## src/design/u8wvc_pkg.sv

```systemverilog
// u8wvc_pkg: types, character codes and classification functions for the
// utf8 word and vowel counter; no dependencies
package u8wvc_pkg;

    localparam int NUM_COUNTS = 7;
    localparam int COUNT_W    = 16;

    typedef logic [COUNT_W-1:0] count_t;
    typedef count_t [NUM_COUNTS-1:0] counts_t;

    // index of the word count in counts_t
    localparam logic [2:0] IDX_WORD = 3'd0;

    // vowel classes, A E I O U Y, and a code for none
    typedef logic [2:0] vclass_t;
    localparam vclass_t CLS_A    = 3'd0;
    localparam vclass_t CLS_E    = 3'd1;
    localparam vclass_t CLS_I    = 3'd2;
    localparam vclass_t CLS_O    = 3'd3;
    localparam vclass_t CLS_U    = 3'd4;
    localparam vclass_t CLS_Y    = 3'd5;
    localparam vclass_t CLS_NONE = 3'd6;

    // lead byte thresholds
    localparam logic [7:0] LEAD_TWO   = 8'd192;
    localparam logic [7:0] LEAD_THREE = 8'd224;
    localparam logic [7:0] LEAD_FOUR  = 8'd240;

    // apostrophes never open a word
    localparam logic [23:0] APOS_ASCII = 24'h000027;
    localparam logic [23:0] APOS_LEFT  = 24'hE28098;
    localparam logic [23:0] APOS_RIGHT = 24'hE28099;

    function automatic logic is_sep(input logic [23:0] v);
        logic r;
        begin
            unique case (v)
                24'h000000, 24'h000020, 24'h000009, 24'h00000A, 24'h00000D,
                24'h000021, 24'h000022, 24'h000028, 24'h000029, 24'h00002E,
                24'h00002C, 24'h00003A, 24'h00003B, 24'h00003F, 24'h00005B,
                24'h00005D, 24'h00002D,
                24'hE2809C, 24'hE2809D, 24'hE28093, 24'hE280A6,
                24'h00C2AB, 24'h00C2BB, 24'hE28094: r = 1'b1;
                default: r = 1'b0;
            endcase
            return r;
        end
    endfunction

    function automatic vclass_t vowel_of(input logic [23:0] v);
        vclass_t r;
        begin
            unique case (v)
                24'h000041, 24'h000061, 24'h00C3A0, 24'h00C3A1, 24'h00C3A2,
                24'h00C3A3, 24'h00C380, 24'h00C381, 24'h00C382,
                24'h00C383: r = CLS_A;
                24'h000045, 24'h000065, 24'h00C3A8, 24'h00C3A9, 24'h00C3AA,
                24'h00C388, 24'h00C389, 24'h00C38A: r = CLS_E;
                24'h000049, 24'h000069, 24'h00C3AC, 24'h00C3AD, 24'h00C38C,
                24'h00C38D: r = CLS_I;
                24'h00004F, 24'h00006F, 24'h00C3B2, 24'h00C3B3, 24'h00C3B4,
                24'h00C3B5, 24'h00C392, 24'h00C393, 24'h00C394,
                24'h00C395: r = CLS_O;
                24'h000055, 24'h000075, 24'h00C3B9, 24'h00C3BA, 24'h00C399,
                24'h00C39A: r = CLS_U;
                24'h000059, 24'h000079: r = CLS_Y;
                default: r = CLS_NONE;
            endcase
            return r;
        end
    endfunction

    function automatic count_t sat_inc(input count_t c);
        begin
            return (c == '1) ? c : c + count_t'(1);
        end
    endfunction

endpackage

```

## src/design/utf8_word_vowel_counter_top.sv

```systemverilog
// utf8_word_vowel_counter_top: byte-wide utf8 word and vowel counter
// depends on u8wvc_pkg
//
// usage: text bytes enter on the text channel (text_valid / text_stall), one
// request per byte, last_in_chunk set on the final byte of a chunk. every
// byte is classified and folded into the running counts in the cycle it is
// accepted, so one byte per cycle is sustained while text_stall is low. non-final bytes give no
// result. the final byte's request produces one result on the count channel
// (count_valid / count_stall) with seven saturating 16-bit counts; all
// character and count state is cleared at the edge that accepts that byte,
// so the next chunk may follow at once.
// the result sits in an output register backed by one skid register. while
// the receiver stalls, further bytes are still taken; a second finished
// result lands in the skid register, and only then is text_stall raised,
// until the receiver takes a result.
// reset (rst_n low, asynchronous) clears the counts, the word and vowel state,
// the partial character, and drops any held result.
module utf8_word_vowel_counter_top
(
    input  logic        clk,
    input  logic        rst_n,
    input  logic        text_valid,
    output logic        text_stall,
    input  logic [7:0]  text_byte,
    input  logic        last_in_chunk,
    output logic        count_valid,
    input  logic        count_stall,
    output logic [15:0] word_count,
    output logic [15:0] words_with_a,
    output logic [15:0] words_with_e,
    output logic [15:0] words_with_i,
    output logic [15:0] words_with_o,
    output logic [15:0] words_with_u,
    output logic [15:0] words_with_y
);

    logic                in_word_reg, in_word_next;
    logic [5:0]          flags_reg, flags_next;
    logic [1:0]          expect_reg, expect_next;
    logic [23:0]         acc_reg, acc_next;
    logic                four_reg, four_next;
    u8wvc_pkg::counts_t  counts_reg, counts_next;

    logic                out_valid_reg;
    u8wvc_pkg::counts_t  out_reg;
    logic                skid_valid_reg;
    u8wvc_pkg::counts_t  skid_reg;

    logic                in_acc;
    logic                res_valid;
    logic                out_take;
    logic                char_done;
    logic                sep;
    logic                apos;
    u8wvc_pkg::vclass_t  cls;
    u8wvc_pkg::counts_t  upd_counts;
    logic [5:0]          upd_flags;
    logic                upd_in_word;

    assign text_stall = skid_valid_reg;
    assign in_acc     = text_valid && !text_stall;
    assign res_valid  = in_acc && last_in_chunk;
    assign out_take   = out_valid_reg && !count_stall;

    // character assembly
    always_comb
    begin
        if (expect_reg == 2'd0)
        begin
            acc_next  = {16'h0000, text_byte};
            four_next = (text_byte >= u8wvc_pkg::LEAD_FOUR);
            if (text_byte < u8wvc_pkg::LEAD_TWO)
                expect_next = 2'd0;
            else if (text_byte < u8wvc_pkg::LEAD_THREE)
                expect_next = 2'd1;
            else if (text_byte < u8wvc_pkg::LEAD_FOUR)
                expect_next = 2'd2;
            else
                expect_next = 2'd3;
        end
        else
        begin
            acc_next    = {acc_reg[15:0], text_byte};
            four_next   = four_reg;
            expect_next = expect_reg - 2'd1;
        end
    end

    // four-byte characters match no listed code
    assign char_done = (expect_next == 2'd0);
    assign sep  = !four_next && u8wvc_pkg::is_sep(acc_next);
    assign apos = !four_next && ((acc_next == u8wvc_pkg::APOS_ASCII) ||
                                 (acc_next == u8wvc_pkg::APOS_LEFT) ||
                                 (acc_next == u8wvc_pkg::APOS_RIGHT));
    assign cls  = four_next ? u8wvc_pkg::CLS_NONE : u8wvc_pkg::vowel_of(acc_next);

    always_comb
    begin
        upd_counts  = counts_reg;
        upd_flags   = flags_reg;
        upd_in_word = in_word_reg;
        if (char_done)
        begin
            if (sep)
            begin
                upd_in_word = 1'b0;
                upd_flags   = 6'd0;
            end
            else
            begin
                if (!in_word_reg && !apos)
                begin
                    upd_counts[u8wvc_pkg::IDX_WORD] =
                        u8wvc_pkg::sat_inc(counts_reg[u8wvc_pkg::IDX_WORD]);
                    upd_in_word = 1'b1;
                end
                if (cls != u8wvc_pkg::CLS_NONE && !flags_reg[cls])
                begin
                    upd_counts[cls + 3'd1] = u8wvc_pkg::sat_inc(counts_reg[cls + 3'd1]);
                    upd_flags[cls]         = 1'b1;
                end
            end
        end
    end

    always_comb
    begin
        counts_next  = upd_counts;
        flags_next   = upd_flags;
        in_word_next = upd_in_word;
        if (last_in_chunk)
        begin
            counts_next  = '0;
            flags_next   = 6'd0;
            in_word_next = 1'b0;
        end
    end

    always_ff @(posedge clk or negedge rst_n)
    begin
        if (!rst_n)
        begin
            in_word_reg <= 1'b0;
            flags_reg   <= 6'd0;
            expect_reg  <= 2'd0;
            acc_reg     <= 24'd0;
            four_reg    <= 1'b0;
            counts_reg  <= '0;
        end
        else if (in_acc)
        begin
            in_word_reg <= in_word_next;
            flags_reg   <= flags_next;
            expect_reg  <= last_in_chunk ? 2'd0 : expect_next;
            acc_reg     <= last_in_chunk ? 24'd0 : acc_next;
            four_reg    <= last_in_chunk ? 1'b0 : four_next;
            counts_reg  <= counts_next;
        end
    end

    // output register with one skid stage
    always_ff @(posedge clk or negedge rst_n)
    begin
        if (!rst_n)
        begin
            out_valid_reg  <= 1'b0;
            skid_valid_reg <= 1'b0;
        end
        else if (!out_valid_reg || out_take)
        begin
            if (skid_valid_reg)
            begin
                out_valid_reg  <= 1'b1;
                skid_valid_reg <= 1'b0;
            end
            else
                out_valid_reg <= res_valid;
        end
        else if (res_valid)
            skid_valid_reg <= 1'b1;
    end

    always_ff @(posedge clk)
    begin
        if (!out_valid_reg || out_take)
        begin
            if (skid_valid_reg)
                out_reg <= skid_reg;
            else if (res_valid)
                out_reg <= upd_counts;
        end
        else if (res_valid)
            skid_reg <= upd_counts;
    end

    assign count_valid  = out_valid_reg;
    assign word_count   = out_reg[0];
    assign words_with_a = out_reg[1];
    assign words_with_e = out_reg[2];
    assign words_with_i = out_reg[3];
    assign words_with_o = out_reg[4];
    assign words_with_u = out_reg[5];
    assign words_with_y = out_reg[6];

`ifndef SYNTH
    a_skid_behind_out: assert property (@(posedge clk) disable iff (!rst_n)
        skid_valid_reg |-> out_valid_reg)
        else $error("skid register full with output register empty");

    a_last_gives_result: assert property (@(posedge clk) disable iff (!rst_n)
        res_valid |=> out_valid_reg)
        else $error("final byte did not produce a result");

    a_last_clears: assert property (@(posedge clk) disable iff (!rst_n)
        res_valid |=> (counts_reg == '0 && expect_reg == 2'd0 && !in_word_reg))
        else $error("state not cleared after final byte");

    a_flags_in_word: assert property (@(posedge clk) disable iff (!rst_n)
        (flags_reg != 6'd0) |-> in_word_reg)
        else $error("vowel flag set outside a word");

    a_held_result: assert property (@(posedge clk) disable iff (!rst_n)
        (out_valid_reg && count_stall) |=> (out_valid_reg && $stable(out_reg)))
        else $error("stalled result changed");
`endif

endmodule

```

## config.mk

```make
export PLATFORM = sky130hd
export DESIGN_NAME = utf8_word_vowel_counter_top
export DESIGN_NICKNAME = d
export VERILOG_FILES = /design/src/design/u8wvc_pkg.sv /design/src/design/utf8_word_vowel_counter_top.sv
export SDC_FILE = /design/constraint.sdc
export NUM_CORES = 1
export LEC_CHECK = 0
export BUFFER_PORTS_ARGS = -buffer_cell sky130_fd_sc_hd__buf_2
export CORE_MARGIN = 4
export CORE_UTILIZATION = 45
export CTS_CLUSTER_DIAMETER = 50
export CTS_CLUSTER_SIZE = 20
export DETAILED_ROUTE_END_ITERATION = 8
export HOLD_SLACK_MARGIN = 0.06
export PLACE_DENSITY = 0.74
export SLEW_MARGIN = 20
export SYNTH_ARGS = -nofsm -noshare
export SYNTH_HDL_FRONTEND = slang
export SYNTH_SLANG_ARGS = --single-unit
```

## constraint.sdc

```tcl
create_clock -name clk -period 7.15 [get_ports clk]
set_clock_uncertainty 0.15 [all_clocks]
set_input_delay 1.43 -clock clk [delete_from_list [all_inputs] [get_ports clk]]
set_output_delay 1.43 -clock clk [all_outputs]
set_load 0.01 [all_outputs]
```

==> results of run 1 <==
-- power breakdown --
part,leakage (uW),internal (uW),switching [uW]
sequential,0.00405,2310,49.8
combinational,0.00385,127,265
clock,0.000647,1150,944
total,0.00855,3580,1260
-- worst paths after layout --
path                       slack, ns          endpoint  cells past startpoint
min in group asynchronous       0.73       acc_reg[13]                      1
setup reg to reg                0.55  words_with_o[11]                     18
setup / recovery                0.36  words_with_o[11]                     19
hold / removal                  0.34          four_reg                      2
hold reg to reg                 0.34          four_reg                      2
max in group asynchronous       4.59    counts_reg[80]                      2
-- cells by family (layout without fill, tap and decap cells) --
group,count (synthesis),after routing
flip-flops,364,364
adder cells (fa/ha/maj),5,5
buffers and inverters,138,309
XOR/XNOR,16,16
AO/OA/AOI/OAI,426,426
AND/OR/NAND/NOR,469,469
multiplexers,157,157
-- stage by stage --
stage | setup WS (ns) | cell area, um^2 | instances | hold WS [ns]
finish | 0.3606 | 21300 | 2271 | 0.3432
global route | 0.2674 | 21300 | 2271 | 0.3589
CTS | 0.5767 | 21260 | 2270 | 0.3439
detailed placement | 0.005985 | 19920 | 2201 | 0.3290
global placement | 0.05901 | 19910 | 2201 | 0.3126
floorplan | 0.2727 | 18370 | 1575 | 0.2936
-- layer usage --
metal | global-route usage [%] | vias to the layer above | wire, um
li1 | - | 6346 | -
met2 | 38.76 | 668 | 25410
met1 | 35.43 | 7081 | 24250
met4 | 7.066 | 0 | 1639
met3 | 4.405 | 116 | 4039
met5 | 0 | - | 0
-- layout make-up --
type | instances | area (um^2) | share of cell area, %
clock inverter | 27 | 332.8 | 1.562
clock buffer | 42 | 1007 | 4.728
inverter | 19 | 73.82 | 0.3465
timing repair buffer | 221 | 1383 | 6.490
tap | 525 | 656.9 | 3.083
multi-input combinational | 1073 | 7617 | 35.75
sequential | 364 | 10230 | 48.04
-- critical path, delay by kind of cell --
kind	cells	cell delay (ns)
AO/OA/AOI/OAI	5	1.32
adder cells (fa/ha/maj)	1	0.33
multiplexers	2	0.56
AND/OR/NAND/NOR	7	2.41
buffers and inverters	4	0.88
-- placed cells by master (no fill, tap or decap), types with 7 or more instances in the layout --
cell type,instances
nand2_1,161
a211oi_1,15
nor2b_1,20
nand3b_1,8
nand4_1,8
clkbuf_16,39
a32o_1,8
buf_2,125
o31ai_1,25
nand2b_1,9
and2_1,10
and3_1,14
o21ai_1,9
a221o_1,26
or2_2,7
mux2i_1,20
nor3_1,19
nor3b_1,25
a31oi_1,19
a22o_1,88
o211ai_1,8
nor2_1,98
o21ai_0,66
nor4_1,14
a21oi_1,78
mux2_2,133
inv_1,18
buf_4,93
dfrtp_1,139
edfxtp_1,224
nand3_1,30
==> results.cfg, run 1 <==
[logic_synthesis]
syn_area_um2 = 18360
synth_cell_types = 92
synthTopCellsByArea = edfxtp_1 (37%), dfrtp_1 (19%), mux2_2 (8.2%)
muxShareOfSynthArea_pct = 9.738
synth_fa_ha_area_share_pct = 0.3271
yosys_warnings = 0
synth_top_cell_area_share_pct = 36.63
synth_area_per_cell_um2 = 11.66
syn_nets = 1592
synth_compound_area_share_pct = 16.94
synth_seq_area_share_pct = 55.71
synthSimpleGateAreaFrac_pct = 13.11
ys_ff_latch = 364
synth_ff_type = edfxtp_1
synth_xor_area_share_pct = 0.9881
synth_top_family_by_area = compound AO/OA/AOI/OAI gates
post-synth-top-count-cell = edfxtp_1
synth_edf_count = 224
async_flop_share_pct = 38.46
syn_inst = 1575
yosys.area.top_type = edfxtp_1
synth.top_cells.by_count = edfxtp_1 (224), nand2_1 (161), dfrtp_1 (140)

[timing]
fmax_mhz = 147.3
period_share_pct = 94.96
setup-tns-final_ns = 0
worst_pin_slew_ns = 1.045
rsz0062_at_grt = no
relSlewSlack_pct = 30.35
setup_viol = 0
hold_viol_final = 0
finalMaxSlewViolations = 0
fin_crit_ns = 6.789

[status]
status = finished, final reports clean

[worst_setup_path]
worstPathRequired_ns = 7.31
endpoint_kind = register
crit_type = in2reg
rr_startpoint = acc_reg[2]
crit_slowest_cell = or4_4
worst_path_largest_cell_delay_ns = 0.54
crit_arrival_ns = 6.95
crit_start = text_byte[6]
path_cells = buf_2 > nand3b_1 > or4_4 > or2_2 > o2bb2ai_1 > inv_1 > o211ai_1 > ha_1 > inv_1 > nand2_1 > o211ai_1 > and2_1 > a22oi_2 > nor4b_4 > and2_0 > a31oi_1 > buf_4 > mux2_2 > mux2_2
cp-start-kind = primary input
crit_fanout = 10

[cells_and_area]
utilization_pct = 53.25
finalNetCount = 1734
drive_gt1_share_pct = 27.15
nFillCells = 3451
area_delta_synth_final_pct = 16.03
antenna_cells = 0

[clock_network]
cts_max_path_buffers = 3
htree_levels = 2
cts.repair.resized = 0
cts_setup_buffers = 0
clk_pin_slew_ns = 0.07
clk-insertion-delay-late_ns = 0.55
cts_sinks = 364
hold_buffers = 0
cts_root_buf = clkbuf_16
cts_buffers = 38
cts_tree = done

[floorplanning]
core_um2 = 40010
boundaryPins = 127
fp-row-count = 73
die_x_um = 210.0
initial_core_util_pct = 45.90
dieArea_um2 = 44100
fp.dieH_um = 210.0

[drt]
ant_nets = 0
post-route-drc-count = 0
drt_wl_total_mm = 55.33
drt-initial-drc-count = 1656
dr.pass1.iters = 6
vias_per_cell = 6.258
vias = 14210
avgRoutedWirePerCell_um = 24.36

[hold_path]
hold_start = four_reg
hold_class = reg2reg

[global_routing]
grt_first_pass_wirelength_mm = 85.17
grt_util_all_layers_pct = 24.63
grt-ovfl-total = 0
antenna_found_initial = 0
grt_max_degree = 94
grt_pass1_vias = 13500

[job]
maxCapViolations = 0

[pwr]
p_leak_uw = 0.008549
power_uw = 4843
power_density_nw_per_um2 = 227.3
max-vdd-ir-drop_uv = 160.1

[place]
port_buffers = 126
place_congestion = 1.001
dp_hpwl_mm = 39.37
Note: power is estimated with default switching activity, not from simulation.
==> inputs of run 2 (changes only) <==
--- a/config.mk
+++ b/config.mk
@@ -7,12 +7,12 @@
 export LEC_CHECK = 0
 export BUFFER_PORTS_ARGS = -buffer_cell sky130_fd_sc_hd__buf_2
 export CORE_MARGIN = 4
-export CORE_UTILIZATION = 45
+export CORE_UTILIZATION = 51
 export CTS_CLUSTER_DIAMETER = 50
 export CTS_CLUSTER_SIZE = 20
 export DETAILED_ROUTE_END_ITERATION = 8
 export HOLD_SLACK_MARGIN = 0.06
-export PLACE_DENSITY = 0.74
+export PLACE_DENSITY = 0.81
 export SLEW_MARGIN = 20
 export SYNTH_ARGS = -nofsm -noshare
 export SYNTH_HDL_FRONTEND = slang
==> run 2 against run 1 <==
Effect of this change: clock power is 9% lower; sequential share of layout area up 0.53 points; critical path depth up 3; register-to-register slack improved by 0.19 ns; via count increased by 0.64%; non-clock buffer count is 3 higher; worst setup slack improved by 0.24 ns; combinational power barely moved; core utilization is 6.0 points higher; first-iteration DRC count grew 0.72%; critical path type unchanged.
==> results.cfg, run 2 (synthesis results as in run 1) <==
[cells_and_area]
final_common_cell = edfxtp_1
fin_cells = 2205
area_delta_synth_final_pct = 14.76
drive_gt1_share_pct = 26.78
nFillCells = 2857
finalNetCount = 1734
final_cell_mix = edfxtp_1 (224), nand2_1 (161), dfrtp_1 (139), mux2_2 (133), buf_2 (125)
antenna_cells = 0

[timing]
hold_viol_final = 0
worst_pin_slew_ns = 1.140
period_share_pct = 91.65
fmax_mhz = 152.6
setup-tns-final_ns = 0
rsz0062_at_grt = no
finalMaxSlewViolations = 0
setup_viol = 0
relSlewSlack_pct = 23.73
fin_crit_ns = 6.553

[clock_network]
cts_root_buf = clkbuf_16
cts_setup_buffers = 0
cts.repair.resized = 0
clk_pin_slew_ns = 0.07
hold_buffers = 0
cts_sinks = 364
cts_buffers = 35
clk-insertion-delay-late_ns = 0.55
cts_tree = done
htree_levels = 2
cts_max_path_buffers = 3

[hold_path]
hold_end = four_reg
hold_start = four_reg
hold_class = reg2reg
hold_path_depth = 2

[drt]
dr.pass1.iters = 7
drt_wl_total_mm = 54.37
vias_per_cell = 6.486
drt-initial-drc-count = 1668
post-route-drc-count = 0
avgRoutedWirePerCell_um = 24.66
vias = 14300
ant_nets = 0

[worst_setup_path]
cp-start-kind = primary input
crit_slowest_cell = xor2_1
worstPathRequired_ns = 7.41
r2r_cells = 21
crit_type = in2reg
worst_path_largest_cell_delay_ns = 0.89
rr_startpoint = acc_reg[2]
crit_arrival_ns = 6.82
r2r_slack_ns = 0.74
critPathBufInv = 4
path_cells = buf_2 > nand3b_1 > or4_4 > or2_2 > o2bb2ai_1 > inv_1 > o211ai_1 > ha_1 > o2111a_1 > a32o_1 > a21oi_1 > nand3_1 > nor2_1 > or3_1 > inv_1 > ha_1 > and4b_1 > nand4_2 > buf_4 > nand2_1 > xor2_1 > a221o_1
crit_fanout = 12
r2r_end = words_with_o[3]
cpLargestDelayFamily = simple AND/OR/NAND/NOR gates
endpoint_kind = register

[place]
port_buffers = 126
place_congestion = 1.003
post-place-cells = 2141
dp_hpwl_mm = 38.32

[global_routing]
grt_pass1_vias = 14060
antenna_found_initial = 0
grt_max_degree = 96
grt_first_pass_wirelength_mm = 83.86
grt-ovfl-total = 0
grt_util_all_layers_pct = 27.39

[pwr]
max-vdd-ir-drop_uv = 185.1
power_density_nw_per_um2 = 221.0
power_uw = 4658
p_leak_uw = 0.008488

[floorplanning]
core_um2 = 35570
boundaryPins = 127
fp.dieH_um = 197.7
die_x_um = 197.7
dieArea_um2 = 39100
initial_core_util_pct = 51.62
fp-row-count = 69

[job]
maxCapViolations = 0

[status]
status = finished, final reports clean
==> run 2: how the worst max path moves through the flow <==
stage | from | endpoint | slack [ns] | cells past startpoint
after floorplan | text_byte[2] | words_with_y[1] | 0.27 | 22
after global placement | text_byte[6] | words_with_i[3] | 0.28 | 22
after detailed placement | text_byte[6] | words_with_o[3] | 0.13 | 22
after CTS | text_byte[6] | words_with_o[3] | 0.71 | 22
after global routing | text_byte[7] | words_with_y[3] | 0.22 | 22
final | text_byte[6] | words_with_o[3] | 0.60 | 22
==> run 2: layer usage <==
layer / share of wire, % / GRT usage [%]
met2: 47 / 43.07
met1: 41 / 38.41
met3: 8.6 / 4.952
met5: 0 / 0
met4: 3.7 / 10.23
==> run 2: worst min-delay path, delay by kind of cell, from the launching register on <==
kind | cells | cell delay [ns]
AO/OA/AOI/OAI | 1 | 0.06
flip-flops | 1 | 0.34
AND/OR/NAND/NOR | 1 | 0.05
==> run 2: area by class of cell <==
type                            instances  area, um^2  share of cell area [%]
Sequential cell                       364       10230                   48.57
Multi-Input combinational cell       1073        7606                   36.10
Timing Repair Buffer                  224        1385                   6.573
Clock buffer                           40       925.9                   4.394
Tap cell                              461       576.8                   2.737
Clock inverter                         24       270.3                   1.283
Inverter                               19       73.82                  0.3503
==> run 2: power breakdown <==
part           internal (uW)  total (uW)  leakage [uW]  switching [uW]
sequential              2310        2350       0.00405            47.8
combinational            125         391       0.00386             266
clock                   1020        1910      0.000579             890
==> run 2: per-stage QoR <==
stage	setup WS, ns	utilization, %	hold WS, ns	instance area [um^2]
floorplan	0.2727	-	0.2936	18370
global route	0.2173	59.24	0.3835	21070
detailed placement	0.1312	55.86	0.3260	19870
finish	0.5967	59.24	0.3390	21070
global placement	0.2793	55.84	0.3111	19860
CTS	0.7107	59.22	0.3412	21060
==> inputs of run 3 (changes only) <==
--- a/config.mk
+++ b/config.mk
@@ -12,7 +12,7 @@
 export CTS_CLUSTER_SIZE = 20
 export DETAILED_ROUTE_END_ITERATION = 8
 export HOLD_SLACK_MARGIN = 0.06
-export PLACE_DENSITY = 0.81
+export PLACE_DENSITY = 0.73
 export SLEW_MARGIN = 20
 export SYNTH_ARGS = -nofsm -noshare
 export SYNTH_HDL_FRONTEND = slang
==> run 3 against run 2 <==
Effect of this change: largest power group unchanged; maximum frequency rose by 0.92%; sequential power barely moved; critical path type unchanged; die area stayed put; total power decreased by 3.5%; design area is 0.70% lower.
==> results.cfg, run 3 (synthesis results as in run 1) <==
[status]
status = finished, final reports clean

[floorplanning]
initial_core_util_pct = 51.62
die_x_um = 197.7
dieArea_um2 = 39100
core_um2 = 35570
boundaryPins = 127
fp.dieH_um = 197.7
fp-row-count = 69

[cells_and_area]
finalNetCount = 1723
final_common_cell = edfxtp_1
area_delta_synth_final_pct = 13.96
nFillCells = 2910
antenna_cells = 0
seq_area_um2 = 10230
multi_input_area_um2 = 7609
fin_cells = 2191
utilization_pct = 58.83
final_cell_mix = edfxtp_1 (224), nand2_1 (161), dfrtp_1 (139), mux2_2 (133), buf_2 (125)
drive_gt1_share_pct = 26.30

[drt]
drt-initial-drc-count = 1646
ant_nets = 0
dr.pass1.iters = 5
vias = 14250
vias_per_cell = 6.503
drt_wl_total_mm = 54.38
avgRoutedWirePerCell_um = 24.82
post-route-drc-count = 0

[clock_network]
cts_root_buf = clkbuf_16
htree_levels = 1
hold_buffers = 0
cts_max_path_buffers = 3
clk_pin_slew_ns = 0.07
cts_tree = done
cts_buffers = 30
cts_sinks = 364
cts.repair.resized = 0
clk-insertion-delay-late_ns = 0.59
cts_setup_buffers = 0

[timing]
relSlewSlack_pct = 26.92
hold_viol_final = 0
fin_hold_ws_ns = 0.3489
rsz0062_at_grt = no
fin_crit_ns = 6.494
period_share_pct = 90.82
finalMaxSlewViolations = 0
fmax_mhz = 154.0
setup_viol = 0
worst_pin_slew_ns = 1.096
fin_ws_ns = 0.6564
setup-tns-final_ns = 0

[global_routing]
grt_pass1_vias = 13880
grt_first_pass_wirelength_mm = 83.55
antenna_found_initial = 2
grt-ovfl-total = 0
grt_util_all_layers_pct = 27.40
grt_max_degree = 78

[place]
pre_cts_ws_ns = 0.1380
place_congestion = 1.006
post-place-cells = 2134
dp_hpwl_mm = 38.89
port_buffers = 126

[pwr]
pwr-share-clk_pct = 38.9
p_leak_uw = 0.008407
p_int_uw = 3333
seq_power_share_pct = 52.3
swShare_pct = 25.84
power_switching_uw = 1161
comb_power_share_pct = 8.8
max-vdd-ir-drop_uv = 238.2
power_density_nw_per_um2 = 214.8

[worst_setup_path]
crit_fanout = 13
cp-start-kind = primary input
crit_arrival_ns = 6.68
worstPathRequired_ns = 7.34
crit_type = in2reg
endpoint_kind = register

[hold_path]
hold_class = reg2reg

[job]
maxCapViolations = 0
run 3: worst paths after layout:
kind	startpoint	endpoint	slack (ns)	depth (start not counted)
worst min-delay path	four_reg	four_reg	0.35	2
max in group asynchronous	rst_n	counts_reg[66]	4.99	3
worst max-delay path	text_byte[6]	words_with_o[12]	0.66	23
worst min register to register	four_reg	four_reg	0.35	2
min in group asynchronous	rst_n	acc_reg[1]	0.66	1
worst max register to register	acc_reg[2]	words_with_o[12]	0.83	22
run 3: per-layer routing:
layer  track usage, %  routed length [um]  vias to the layer above
met5                0                   0                        -
met4            10.48                2193                        0
met3            4.611                4141                      130
met2            42.79               25110                      643
met1            38.78               22940                     7136
li1                 -                   -                     6340
run 3: final cells by class:
type                       count  area share (%)
clock inverter                21           1.214
tap                          461           2.757
clock buffer                  35           3.881
inverter                      19          0.3528
timing repair buffer         218           6.524
sequential                   364           48.91
multi-input combinational   1073           36.36
run 3: worst max-delay path, stage by stage:
cell       delay [ns]
buf_2            0.14
nand3b_1         0.22
or4_4            0.53
or2_2            0.30
o2bb2ai_1        0.18
inv_1            0.12
o211ai_1         0.15
ha_1             0.26
buf_4            0.23
nor2_1           0.06
mux2_2           0.26
a22oi_1          0.19
buf_4            0.20
a211o_1          0.14
o2111ai_1        0.21
buf_4            0.23
nor4_4           0.42
buf_4            0.22
and3_1           0.15
o21ai_1          0.17
buf_4            0.26
mux2_2           0.31
mux2_2           0.26
run 3: stage by stage:
stage | area (um^2) | total power (uW)
3_5_place_dp | 19830 | 2789
6_report | 20920 | 4495
5_1_grt | 20920 | 4659
3_3_place_gp | 19820 | 2783
4_1_cts | 20900 | 4527
2_1_floorplan | 18370 | 2617
run 3: power by group through the flow:
stage          clock, uW  combinational (uW)  sequential, uW
6_report            1750                 398            2350
5_1_grt             1870                 432            2360
4_1_cts             1780                 395            2350
3_5_place_dp           0                 394            2400
3_3_place_gp           0                 390            2390
2_1_floorplan          0                 216            2400
